**src/hdl/deadband_history_logger_core_assert.svh**
```systemverilog
// Assertion macros shared by the deadband history logger RTL
`ifndef DEADBAND_HISTORY_LOGGER_CORE_ASSERT_SVH
`define DEADBAND_HISTORY_LOGGER_CORE_ASSERT_SVH

// Clocked check, masked while reset is asserted
`define DBHL_ASSERT(lbl, prop, msg) \
  lbl: assert property (@(posedge clk) disable iff (!rst_n) prop) else $error(msg);

// Clocked check that also holds during reset
`define DBHL_ASSERT_ALWAYS(lbl, prop, msg) \
  lbl: assert property (@(posedge clk) prop) else $error(msg);

`endif

```
**src/hdl/dbhl_pkg.sv**
```systemverilog
// Types and constants of the deadband history logger
`timescale 1ns / 1ps

package dbhl_pkg;

  localparam int unsigned UNIT_W = 11;
  localparam logic [6:0] THRESHOLD_RESET = 7'd5;

  typedef enum logic [1:0] {
    KIND_CHANGE = 2'd0,
    KIND_SAMPLE = 2'd1,
    KIND_CLEAR  = 2'd2,
    KIND_READ   = 2'd3
  } kind_t;

  typedef enum logic [1:0] {
    OP_ADDMOD  = 2'd0,
    OP_ABSDIFF = 2'd1,
    OP_LT      = 2'd2
  } alu_op_t;

  typedef enum logic [3:0] {
    S_IDLE,
    S_DISPATCH,
    S_CHECK,
    S_IDXADDR,
    S_NEWEST,
    S_FETCH,
    S_USE,
    S_COMPARE,
    S_TAIL,
    S_WRITE,
    S_BUMP,
    S_FINISH
  } state_t;

  typedef struct packed {
    kind_t       kind;
    logic [6:0]  charge_percent;
    logic [31:0] timestamp_seconds;
    logic [4:0]  read_index;
  } in_t;

  typedef struct packed {
    logic        recorded;
    logic [5:0]  entry_count;
    logic        read_valid;
    logic [31:0] read_timestamp;
    logic [6:0]  read_percent;
  } out_t;

  typedef struct packed {
    logic [31:0] ts;
    logic [6:0]  pct;
  } entry_t;

  typedef struct packed {
    alu_op_t           op;
    logic [UNIT_W-1:0] a;
    logic [UNIT_W-1:0] b;
  } alu_req_t;

  typedef struct packed {
    logic [UNIT_W-1:0] res;
    logic              lt;
  } alu_rsp_t;

endpackage

```
**src/hdl/dbhl_shared_alu.sv**
```systemverilog
// Shared arithmetic unit: modular pointer add, absolute difference, less-than
`timescale 1ns / 1ps

module dbhl_shared_alu #(
  parameter int unsigned DEPTH = 32
) (
  input  dbhl_pkg::alu_req_t req,
  output dbhl_pkg::alu_rsp_t rsp
);

  localparam int unsigned SW = dbhl_pkg::UNIT_W + 1;

  logic [SW-1:0] sum;
  logic [SW-1:0] wrapped;

  always_comb begin
    sum     = SW'(req.a) + SW'(req.b);
    wrapped = (sum >= SW'(DEPTH)) ? (sum - SW'(DEPTH)) : sum;
    rsp.lt  = (req.a < req.b);
    case (req.op)
      dbhl_pkg::OP_ADDMOD:  rsp.res = wrapped[dbhl_pkg::UNIT_W-1:0];
      dbhl_pkg::OP_ABSDIFF: rsp.res = rsp.lt ? (req.b - req.a) : (req.a - req.b);
      default:              rsp.res = '0;
    endcase
  end

endmodule

```
**src/hdl/deadband_history_logger_core.sv**
```systemverilog
// Top level of the deadband history logger: sequencer, log memory and result register
`timescale 1ns / 1ps
`include "deadband_history_logger_core_assert.svh"

// Deadband history logger.
// Input channel in_valid/in_ready/in_data carries one transaction per item: a change
// event, a periodic sample, a clear or a read. Every item yields exactly one result
// transaction on out_valid/out_ready/out_data, in order.
// The log is a circular buffer of DEPTH entries in a single-port memory with a head
// pointer and a fill count; an append on a full log overwrites the oldest entry and
// advances the head. A change event is appended when the log is empty or when its
// charge differs from the newest entry by at least the threshold.
// cfg_valid/cfg_ready/cfg_data writes the change threshold; cfg_ready is always high.
// The sequencer steps one shared add/compare unit and waits on the registered memory
// read: a clear goes straight to the result; a sample, or a change on an empty log,
// writes at the tail, with a head bump when full; a change first reads and compares
// the newest entry; a read checks its index against the count before it fetches.
// in_ready is high only in the idle state, so no new item is taken until the last result is registered.
// If the receiver stalls, the result waits in the output register; the next item is
// still accepted and processed, and its result waits until the register drains.
// Reset empties the log at once (fill count and head cleared, memory left as it is)
// and sets the threshold to 5.
module deadband_history_logger_core #(
  parameter int unsigned DEPTH = 32
) (
  input  logic             clk,
  input  logic             rst_n,
  input  logic             in_valid,
  output logic             in_ready,
  input  dbhl_pkg::in_t    in_data,
  output logic             out_valid,
  input  logic             out_ready,
  output dbhl_pkg::out_t   out_data,
  input  logic             cfg_valid,
  output logic             cfg_ready,
  input  logic [6:0]       cfg_data
);

  localparam int unsigned PTR_W = (DEPTH > 1) ? $clog2(DEPTH) : 1;
  localparam int unsigned CW    = $clog2(DEPTH + 1);
  localparam int unsigned EW    = CW + 6;
  localparam int unsigned UW    = dbhl_pkg::UNIT_W;

  dbhl_pkg::state_t   state_r, state_nxt;
  dbhl_pkg::in_t      item_r, item_nxt;
  dbhl_pkg::entry_t   mem [DEPTH];
  dbhl_pkg::entry_t   rd_data_r;
  dbhl_pkg::out_t     out_data_r, out_data_nxt;
  dbhl_pkg::alu_req_t alu_req;
  dbhl_pkg::alu_rsp_t alu_rsp;

  logic [CW-1:0]    count_r, count_nxt;
  logic [PTR_W-1:0] head_r, head_nxt;
  logic [PTR_W-1:0] addr_r, addr_nxt;
  logic [6:0]       thr_r, thr_nxt;
  logic [6:0]       diff_r, diff_nxt;
  logic             rec_r, rec_nxt;
  logic             rvalid_r, rvalid_nxt;
  logic [31:0]      rts_r, rts_nxt;
  logic [6:0]       rpct_r, rpct_nxt;
  logic             out_valid_r, out_valid_nxt;
  logic             mem_we;
  logic             full;
  logic             out_free;
  logic [EW-1:0]    count_wide;

  dbhl_shared_alu #(.DEPTH(DEPTH)) u_alu (
    .req (alu_req),
    .rsp (alu_rsp)
  );

  assign full       = (count_r == CW'(DEPTH));
  assign out_free   = !out_valid_r || out_ready;
  assign count_wide = EW'(count_r);
  assign in_ready   = (state_r == dbhl_pkg::S_IDLE);
  assign cfg_ready  = 1'b1;
  assign out_valid  = out_valid_r;
  assign out_data   = out_data_r;

  // Next state of the sequencer
  always_comb begin
    state_nxt = state_r;
    case (state_r)
      dbhl_pkg::S_IDLE: begin
        if (in_valid) state_nxt = dbhl_pkg::S_DISPATCH;
      end
      dbhl_pkg::S_DISPATCH: begin
        case (item_r.kind)
          dbhl_pkg::KIND_CHANGE: begin
            state_nxt = (count_r == '0) ? dbhl_pkg::S_TAIL : dbhl_pkg::S_NEWEST;
          end
          dbhl_pkg::KIND_SAMPLE: state_nxt = dbhl_pkg::S_TAIL;
          dbhl_pkg::KIND_CLEAR:  state_nxt = dbhl_pkg::S_FINISH;
          default:               state_nxt = dbhl_pkg::S_CHECK;
        endcase
      end
      dbhl_pkg::S_CHECK:   state_nxt = alu_rsp.lt ? dbhl_pkg::S_IDXADDR : dbhl_pkg::S_FINISH;
      dbhl_pkg::S_IDXADDR: state_nxt = dbhl_pkg::S_FETCH;
      dbhl_pkg::S_NEWEST:  state_nxt = dbhl_pkg::S_FETCH;
      dbhl_pkg::S_FETCH:   state_nxt = dbhl_pkg::S_USE;
      dbhl_pkg::S_USE: begin
        state_nxt = (item_r.kind == dbhl_pkg::KIND_READ) ? dbhl_pkg::S_FINISH
                                                          : dbhl_pkg::S_COMPARE;
      end
      dbhl_pkg::S_COMPARE: state_nxt = alu_rsp.lt ? dbhl_pkg::S_FINISH : dbhl_pkg::S_TAIL;
      dbhl_pkg::S_TAIL:    state_nxt = dbhl_pkg::S_WRITE;
      dbhl_pkg::S_WRITE:   state_nxt = full ? dbhl_pkg::S_BUMP : dbhl_pkg::S_FINISH;
      dbhl_pkg::S_BUMP:    state_nxt = dbhl_pkg::S_FINISH;
      dbhl_pkg::S_FINISH: begin
        if (out_free) state_nxt = dbhl_pkg::S_IDLE;
      end
      default:             state_nxt = dbhl_pkg::S_IDLE;
    endcase
  end

  // Datapath controls and register updates per state
  always_comb begin
    item_nxt      = item_r;
    count_nxt     = count_r;
    head_nxt      = head_r;
    addr_nxt      = addr_r;
    diff_nxt      = diff_r;
    rec_nxt       = rec_r;
    rvalid_nxt    = rvalid_r;
    rts_nxt       = rts_r;
    rpct_nxt      = rpct_r;
    thr_nxt       = cfg_valid ? cfg_data : thr_r;
    out_data_nxt  = out_data_r;
    out_valid_nxt = out_valid_r && !out_ready;
    mem_we        = 1'b0;
    alu_req.op    = dbhl_pkg::OP_ADDMOD;
    alu_req.a     = '0;
    alu_req.b     = '0;
    case (state_r)
      dbhl_pkg::S_IDLE: begin
        if (in_valid) item_nxt = in_data;
      end
      dbhl_pkg::S_DISPATCH: begin
        rec_nxt    = 1'b0;
        rvalid_nxt = 1'b0;
        rts_nxt    = '0;
        rpct_nxt   = '0;
        if (item_r.kind == dbhl_pkg::KIND_CLEAR) count_nxt = '0;
      end
      dbhl_pkg::S_CHECK: begin
        // read index against the fill count
        alu_req.op = dbhl_pkg::OP_LT;
        alu_req.a  = UW'(item_r.read_index);
        alu_req.b  = UW'(count_r);
      end
      dbhl_pkg::S_IDXADDR: begin
        alu_req.a = UW'(head_r);
        alu_req.b = UW'(item_r.read_index);
        addr_nxt  = alu_rsp.res[PTR_W-1:0];
      end
      dbhl_pkg::S_NEWEST: begin
        alu_req.a = UW'(head_r);
        alu_req.b = UW'(count_r - CW'(1));
        addr_nxt  = alu_rsp.res[PTR_W-1:0];
      end
      dbhl_pkg::S_USE: begin
        if (item_r.kind == dbhl_pkg::KIND_READ) begin
          rvalid_nxt = 1'b1;
          rts_nxt    = rd_data_r.ts;
          rpct_nxt   = rd_data_r.pct;
        end else begin
          alu_req.op = dbhl_pkg::OP_ABSDIFF;
          alu_req.a  = UW'(item_r.charge_percent);
          alu_req.b  = UW'(rd_data_r.pct);
          diff_nxt   = alu_rsp.res[6:0];
        end
      end
      dbhl_pkg::S_COMPARE: begin
        alu_req.op = dbhl_pkg::OP_LT;
        alu_req.a  = UW'(diff_r);
        alu_req.b  = UW'(thr_r);
      end
      dbhl_pkg::S_TAIL: begin
        // on a full log this lands on the head, i.e. the oldest entry
        alu_req.a = UW'(head_r);
        alu_req.b = UW'(count_r);
        addr_nxt  = alu_rsp.res[PTR_W-1:0];
      end
      dbhl_pkg::S_WRITE: begin
        mem_we  = 1'b1;
        rec_nxt = 1'b1;
        if (!full) count_nxt = count_r + CW'(1);
      end
      dbhl_pkg::S_BUMP: begin
        alu_req.a = UW'(head_r);
        alu_req.b = UW'(1);
        head_nxt  = alu_rsp.res[PTR_W-1:0];
      end
      dbhl_pkg::S_FINISH: begin
        if (out_free) begin
          out_valid_nxt               = 1'b1;
          out_data_nxt.recorded       = rec_r;
          out_data_nxt.entry_count    = count_wide[5:0];
          out_data_nxt.read_valid     = rvalid_r;
          out_data_nxt.read_timestamp = rts_r;
          out_data_nxt.read_percent   = rpct_r;
        end
      end
      default: begin
      end
    endcase
  end

  // Control registers
  always_ff @(posedge clk) begin
    if (!rst_n) begin
      state_r     <= dbhl_pkg::S_IDLE;
      count_r     <= '0;
      head_r      <= '0;
      thr_r       <= dbhl_pkg::THRESHOLD_RESET;
      out_valid_r <= 1'b0;
    end else begin
      state_r     <= state_nxt;
      count_r     <= count_nxt;
      head_r      <= head_nxt;
      thr_r       <= thr_nxt;
      out_valid_r <= out_valid_nxt;
    end
  end

  // Payload registers
  always_ff @(posedge clk) begin
    item_r     <= item_nxt;
    addr_r     <= addr_nxt;
    diff_r     <= diff_nxt;
    rec_r      <= rec_nxt;
    rvalid_r   <= rvalid_nxt;
    rts_r      <= rts_nxt;
    rpct_r     <= rpct_nxt;
    out_data_r <= out_data_nxt;
  end

  // Log memory: one write or read address per cycle, registered read
  always_ff @(posedge clk) begin
    if (mem_we) begin
      mem[addr_r] <= '{ts: item_r.timestamp_seconds, pct: item_r.charge_percent};
    end
    rd_data_r <= mem[addr_r];
  end

  `DBHL_ASSERT_ALWAYS(a_count_bound, (!rst_n || count_r <= CW'(DEPTH)),
                      "fill count above depth")
  `DBHL_ASSERT_ALWAYS(a_head_bound, (!rst_n || 32'(head_r) < DEPTH),
                      "head pointer out of range")
  `DBHL_ASSERT(a_accept_dispatch,
               (in_valid && in_ready) |=> (state_r == dbhl_pkg::S_DISPATCH),
               "accepted transaction not dispatched")
  `DBHL_ASSERT(a_clear_empties,
               (state_r == dbhl_pkg::S_DISPATCH && item_r.kind == dbhl_pkg::KIND_CLEAR)
               |=> (count_r == '0),
               "clear left entries")
  `DBHL_ASSERT(a_finish_emits, (state_r == dbhl_pkg::S_FINISH && out_free) |=> out_valid_r,
               "result not presented")

endmodule
```
**config.mk**
```make
export PLATFORM = sky130hd
export DESIGN_NAME = deadband_history_logger_core
export DESIGN_NICKNAME = d
export VERILOG_FILES = /design/src/hdl/dbhl_pkg.sv /design/src/hdl/dbhl_shared_alu.sv /design/src/hdl/deadband_history_logger_core.sv
export VERILOG_INCLUDE_DIRS = /design/src /design/src/hdl
export SDC_FILE = /design/constraint.sdc
export NUM_CORES = 1
export LEC_CHECK = 0
export BUFFER_PORTS_ARGS = -buffer_cell sky130_fd_sc_hd__buf_4
export CORE_UTILIZATION = 55
export CTS_BUF_LIST = sky130_fd_sc_hd__clkbuf_8 sky130_fd_sc_hd__clkbuf_16
export DETAILED_ROUTE_END_ITERATION = 8
export MAX_ROUTING_LAYER = met4
export PLACE_DENSITY = 0.71
export REMOVE_ABC_BUFFERS = 1
export SLEW_MARGIN = 20
export SYNTH_ARGS = -nofsm -noshare
export SYNTH_HDL_FRONTEND = slang
export SYNTH_SLANG_ARGS = --single-unit
```
**constraint.sdc**
```tcl
create_clock -name clk -period 6 [get_ports clk]
set_clock_uncertainty 0.15 [all_clocks]
set_input_delay 1.5 -clock clk [delete_from_list [all_inputs] [get_ports clk]]
set_output_delay 1.5 -clock clk [all_outputs]
set_load 0.005 [all_outputs]
```
=== Word-level counts from Yosys, hierarchy flattened ===
Memory sizes are Yosys's and may differ from the RTL's. A register that Yosys moved wholly into a read port is not among the register bits.
Index checks and enable logic that the tools add are counted.

* Output and inout port bits: 50
* RAM bits: 1248
* Bits in read-only memories: 0
* Logic and storage cells: 100
* Register bits after elaboration: 169
* Memories: 1
* Bits in latches: 0

* Reductions and logical operators: 19
* Muxes and demuxes: 30
* Bitwise logic cells: 1
* Equality and inequality tests: 21
* Divide/modulo/power cells: 0
* Order comparisons: 2
* Shift operators: 0
* Add/sub/neg operators: 6
* $mul: 0

{| class="wikitable"
|+ Memory list
! name !! words !! bits a word !! read ports !! clocked after memory_dff !! write ports !! RTL line !! text
|-
| mem || 32 || 39 || 1 || 1 || 1 || deadband_history_logger_core.sv:46 || <nowiki>dbhl_pkg::entry_t mem [DEPTH];</nowiki>
|}

{| class="wikitable"
|+ Operators by type and width
! kind !! count
|-
| 22-bit one-hot mux with 7 select lines || 1
|-
| 32-bit one-hot mux with 2 select lines || 1
|-
| 4-bit one-hot mux with 11 select lines || 1
|-
| 32-bit two-way mux || 1
|-
| 7-bit one-hot mux with 2 select lines || 2
|-
| 23-bit two-way mux || 1
|-
| 7-bit two-way mux || 3
|-
| 4-bit two-way mux || 5
|-
| 4-bit by 3-bit == test with 1-bit output (second input constant) || 4
|-
| 4-bit == test (second input constant) || 4
|-
| 7-bit subtractor || 2
|-
| 11-bit by 11-bit adder with 12-bit output || 1
|-
| 12-bit by 6-bit greater-or-equal comparator with 1-bit output (second input constant) || 1
|-
| 6-bit two-way mux || 2
|-
| 4-bit one-hot mux with 3 select lines || 1
|-
| 6-bit one-hot mux with 2 select lines || 1
|-
| 11-bit < comparator || 1
|-
| 2-bit inequality test (second input constant) || 5
|-
| 2-bit AND reduction || 5
|-
| 4-bit by 2-bit == test with 1-bit output (second input constant) || 2
|-
| 1-bit two-way mux || 7
|-
| 6-bit by 1-bit subtractor with 7-bit output (second input constant) || 1
|-
| 7-bit by 6-bit subtractor with 7-bit output (second input constant) || 1
|-
| 6-bit by 1-bit adder with 6-bit output (second input constant) || 1
|-
| 18 further kinds || 25
|}

=== Longest topological paths before layout ===
* Word-level depth: 7
* Depth in mapped cells: 18
* Gate-level depth less buffers: 16

=== Hierarchy ===
A second synthesis with hierarchy kept.

* Cell total of the unflattened synthesis: 3207
* Area total of the unflattened synthesis: 56357.8 µm²

{| class="wikitable"
|+ Modules (own cells, without submodules)
! module !! area an instance (µm²) !! cells an instance !! instances !! seq. area each (µm²)
|-
| deadband_history_logger_core || 54502.3 || 2956 || 1 || 43101.3
|-
| dbhl_shared_alu || 1855.5 || 251 || 1 || 0.0
|}

=== Worst setup path after synthesis ===
OpenSTA, ideal clock, no wires.

* Path type: register to register
* Start point: reg state_r[1]
* End point: reg head_r[3]
* Buffers on the path: 3
* Period minus slack after synthesis: 4.287 ns
* Cell stages (with the launch flop): 17
* Arrival: 4.017 ns
* Path slack: 1.713 ns
* Required time: 5.730 ns
* Path through: dfxtp_1 -> buf_2 -> nand2_1 -> nor3_1 -> nand2b_1 -> inv_1 -> clkbuf_1 -> a221oi_1 -> ha_1 -> buf_2 -> a21o_1 -> a2111oi_2 -> a211oi_4 -> mux2i_1 -> xor2_1 -> a22o_2 -> o31a_1

{| class="wikitable"
|+ RTL lines
! element !! RTL line !! text
|-
| start: declaration || deadband_history_logger_core.sv:44 || <nowiki>dbhl_pkg::state_t state_r, state_nxt;</nowiki>
|-
| start signal: assignment || deadband_history_logger_core.sv:212 || <nowiki>state_r <= dbhl_pkg::S_IDLE;</nowiki>
|-
| start signal: assignment || deadband_history_logger_core.sv:218 || <nowiki>state_r <= state_nxt;</nowiki>
|-
| end signal: assignment || deadband_history_logger_core.sv:220 || <nowiki>head_r <= head_nxt;</nowiki>
|-
| end: declaration || deadband_history_logger_core.sv:53 || <nowiki>logic [PTR_W-1:0] head_r, head_nxt;</nowiki>
|}

==> impl_metrics.ini <==
[run_status]
result_of_the_run = complete, no violations

[setup_path]
worstPathRequired_ns = 6.46
path_buf_inv = 2
cp-end-kind = register
path_max_fanout = 22
max_stage_delay_ns = 0.72
start_kind = register
list_of_cells_traversed_by_the_critical_path = nand2_1 > nor3_2 > nand2b_1 > inv_1 > a222oi_1 > and2_1 > ha_1 > nor2b_1 > o2111ai_1 > a211oi_4 > buf_4 > mux2i_1 > xor2_1 > a22o_2 > o31a_1
r2r-start = state_r[1]
crit_arrival_ns = 5.54
critPathKind = reg -> reg
cp_top_family = compound AO/OA/AOI/OAI gates
worst-r2r-cell-count = 15
cpMaxStageDelayCell = dfxtp_1
timing.reg2reg.setup_slack_ns = 0.93
r2r-end = head_r[3]

[finish]
layout-area-overhead-vs-synth_pct = 14.4
layout-drive-gt1-share = 0.278
final.fill_count = 6420
nets = 2768
fin_cells = 4091

[timing]
layout_worst_path_cycle_share = 0.846
timing.final.setup_violations = 0
fmax_mhz = 197
timing.setup.tns_ns = 0
tightestPinTransition_ns = 1.17
hold_ws_ns = 0.268
relative_max_transition_margin = 0.218
timing.final.max_slew_violations = 0
timing_hold_violations_final = 0
rsz_0062_raised_after_global_routing = no
period_needed_ns = 5.07
layout_setup_ws_ns = 0.926

[power]
p_seq_frac = 0.486
power_frac_comb = 0.161
power.switching_mw = 6.86
power_per_cell_area_mw_per_mm2 = 419
p_sw_frac = 0.262
power.leakage_nw = 20.0
power.share.clock = 0.353
ir_worst_vdd_uv = 345
power_mw = 26.2
cell_internal_pwr_mw = 19.3

[floorplanning]
die_area_mm2 = 0.100
die-width_um = 317
die_height_um = 317
rows = 115
initial_utilization = 0.555
placeableCoreArea_mm2 = 0.0983
pin_count = 108

[hold_path]
worst_hold_startpoint = rts_r[22]
hold_depth = 0
whs_endpoint = out_data[29]
worstHoldPathType = reg -> reg

[logic_synthesis]
synth-main-ff-cell = edfxtp_1
synth.most_common_cell = edfxtp_1
avgSynthCellArea_um2 = 22.0
synth_area_leader_cell = edfxtp_1
synth.yosys.seq_area_share = 0.790
async_flop_share = 0
post_synth_instance_area_mm2 = 0.0546
synth.area.top_cells = edfxtp_1 (77%), mux4_2 (13%), dfxtp_1 (2.3%), a22oi_1 (2.1%), ha_1 (0.60%)
synth.top_cells.by_count = edfxtp_1 (1,394), mux4_2 (312), a22oi_1 (156)
ys_seq_elements = 1456
synthDominantCellAreaShare = 0.767
syn_inst = 2479
ys_warn_count = 0
number_of_enable_flip_flop_cells_after_synthesis = 1394
synthDistinctLibCells = 59

[clock_network]
tritoncts.num_buffers = 146
clk-insertion-delay-late_ns = 0.76
cts-hold-fix-buffers = 0
ctsRootBufferMaster = clkbuf_16
cts-root-to-sink-buffers = 3
numClockSinks = 1456
cts_resized = 0
cts_setup_buffers = 0
cts_tree = built
cts.reportedPaths.clkPinSlew_ns = 0.06
cts.htree.levels = 4

[routing]
detailroute.via_count = 26700
via_per_inst = 6.52
drt_first_pass_iters = 6
antenna_left = 0
detail_route.wl_per_cell_um = 31.8
postRouteWirelength_mm = 130
detail_route.iter0.violations = 3481
post-route-drc-count = 0

[placement]
place.port_buffers = 106
worst_setup_slack_post_dpl_ns = 1.01
gp_congestion = 0.811
hpwl_mm = 69.0
numPlacedInstances = 3817

[global_routing]
number_of_global_route_vias_before_repair = 26900
grt.total_usage = 0.275
grt_pass1_wl_mm = 187
grt_max_degree = 121
gr-total-overflow = 0
initial_antenna_violation_count = 1

[run]
maxCapViolCount = 0
-- cell type report --
type / count / area (µm²) / share of cell area
Multi-Input combinational cell: 873 / 11200 / 0.179
Timing Repair Buffer: 182 / 1560 / 0.0250
Tap cell: 1287 / 1610 / 0.0258
Antenna cell: 1 / 2.50 / 0.0000401
Clock inverter: 104 / 953 / 0.0153
Clock buffer: 166 / 3990 / 0.0638
Sequential cell: 1456 / 43100 / 0.690
Inverter: 22 / 82.6 / 0.00132
-- metal layers --
| metal | part of all wire | up-vias | global-route usage |
|---|---|---|---|
| met5 | 0 | - | - |
| met2 | 0.48 | 1457 | 0.419 |
| met4 | 0.033 | 0 | 0.0969 |
| met1 | 0.39 | 14100 | 0.370 |
| li1 | - | 10900 | - |
| met3 | 0.097 | 246 | 0.0601 |
-- cells in the final DEF (no fill, tap or decap), types with 26 or more instances in the layout --
master     count
a22oi_1      156
and2_1        47
buf_4        167
clkbuf_16    151
clkinv_2      30
dfxtp_1       62
edfxtp_1    1394
ha_1          26
inv_1         46
mux4_2       312
nand2_1       40
nand4_1       41
nor2_4        33
-- power groups by stage --
stage	sequential [mW]	clock [mW]	combinational, mW
5_1_grt	12.8	9.71	4.50
3_5_place_dp	13.0	0	4.20
3_3_place_gp	12.9	0	4.17
2_1_floorplan	13.1	0	3.33
6_report	12.7	9.23	4.22
4_1_cts	12.8	9.34	4.24
-- registers in the layout (all words and copies together), names as in the netlist, 6 cells and up --
register   flops
count_r        6
diff_r         7
item_r        46
mem         1248
out_data      47
rd_data_r     39
rpct_r         7
rts_r         32
thr_r          7
-- through the flow --
stage,cell area (µm²),utilization
floorplan,54100,-
global placement,57400,0.585
detailed placement,57400,0.585
CTS,62400,0.635
global route,62500,0.635
finish,62500,0.635
-- how the worst max path moves through the flow --
stage	depth (start not counted)	startpoint	endpoint	slack, ns
after floorplan	2	addr_r[0]	mem[15][0]	-10.99
after global placement	15	state_r[1]	head_r[3]	0.99
after detailed placement	15	state_r[1]	head_r[3]	1.01
after CTS	15	state_r[1]	head_r[3]	0.95
after global routing	14	state_r[1]	diff_r[6]	0.51
final	15	state_r[1]	head_r[3]	0.93
-- cell families after synthesis --
family                   count (synthesis)  share of synthesized area
flip-flops                            1456                      0.790
multiplexers                           330                      0.132
AO/OA/AOI/OAI                          251                     0.0336
AND/OR/NAND/NOR                        249                     0.0244
buffers and inverters                  150                     0.0110
adder cells (fa/ha/maj)                 29                    0.00706
XOR/XNOR                                13                    0.00209
other                                    1                  0.0000687
(Power assumes the default switching activity.)
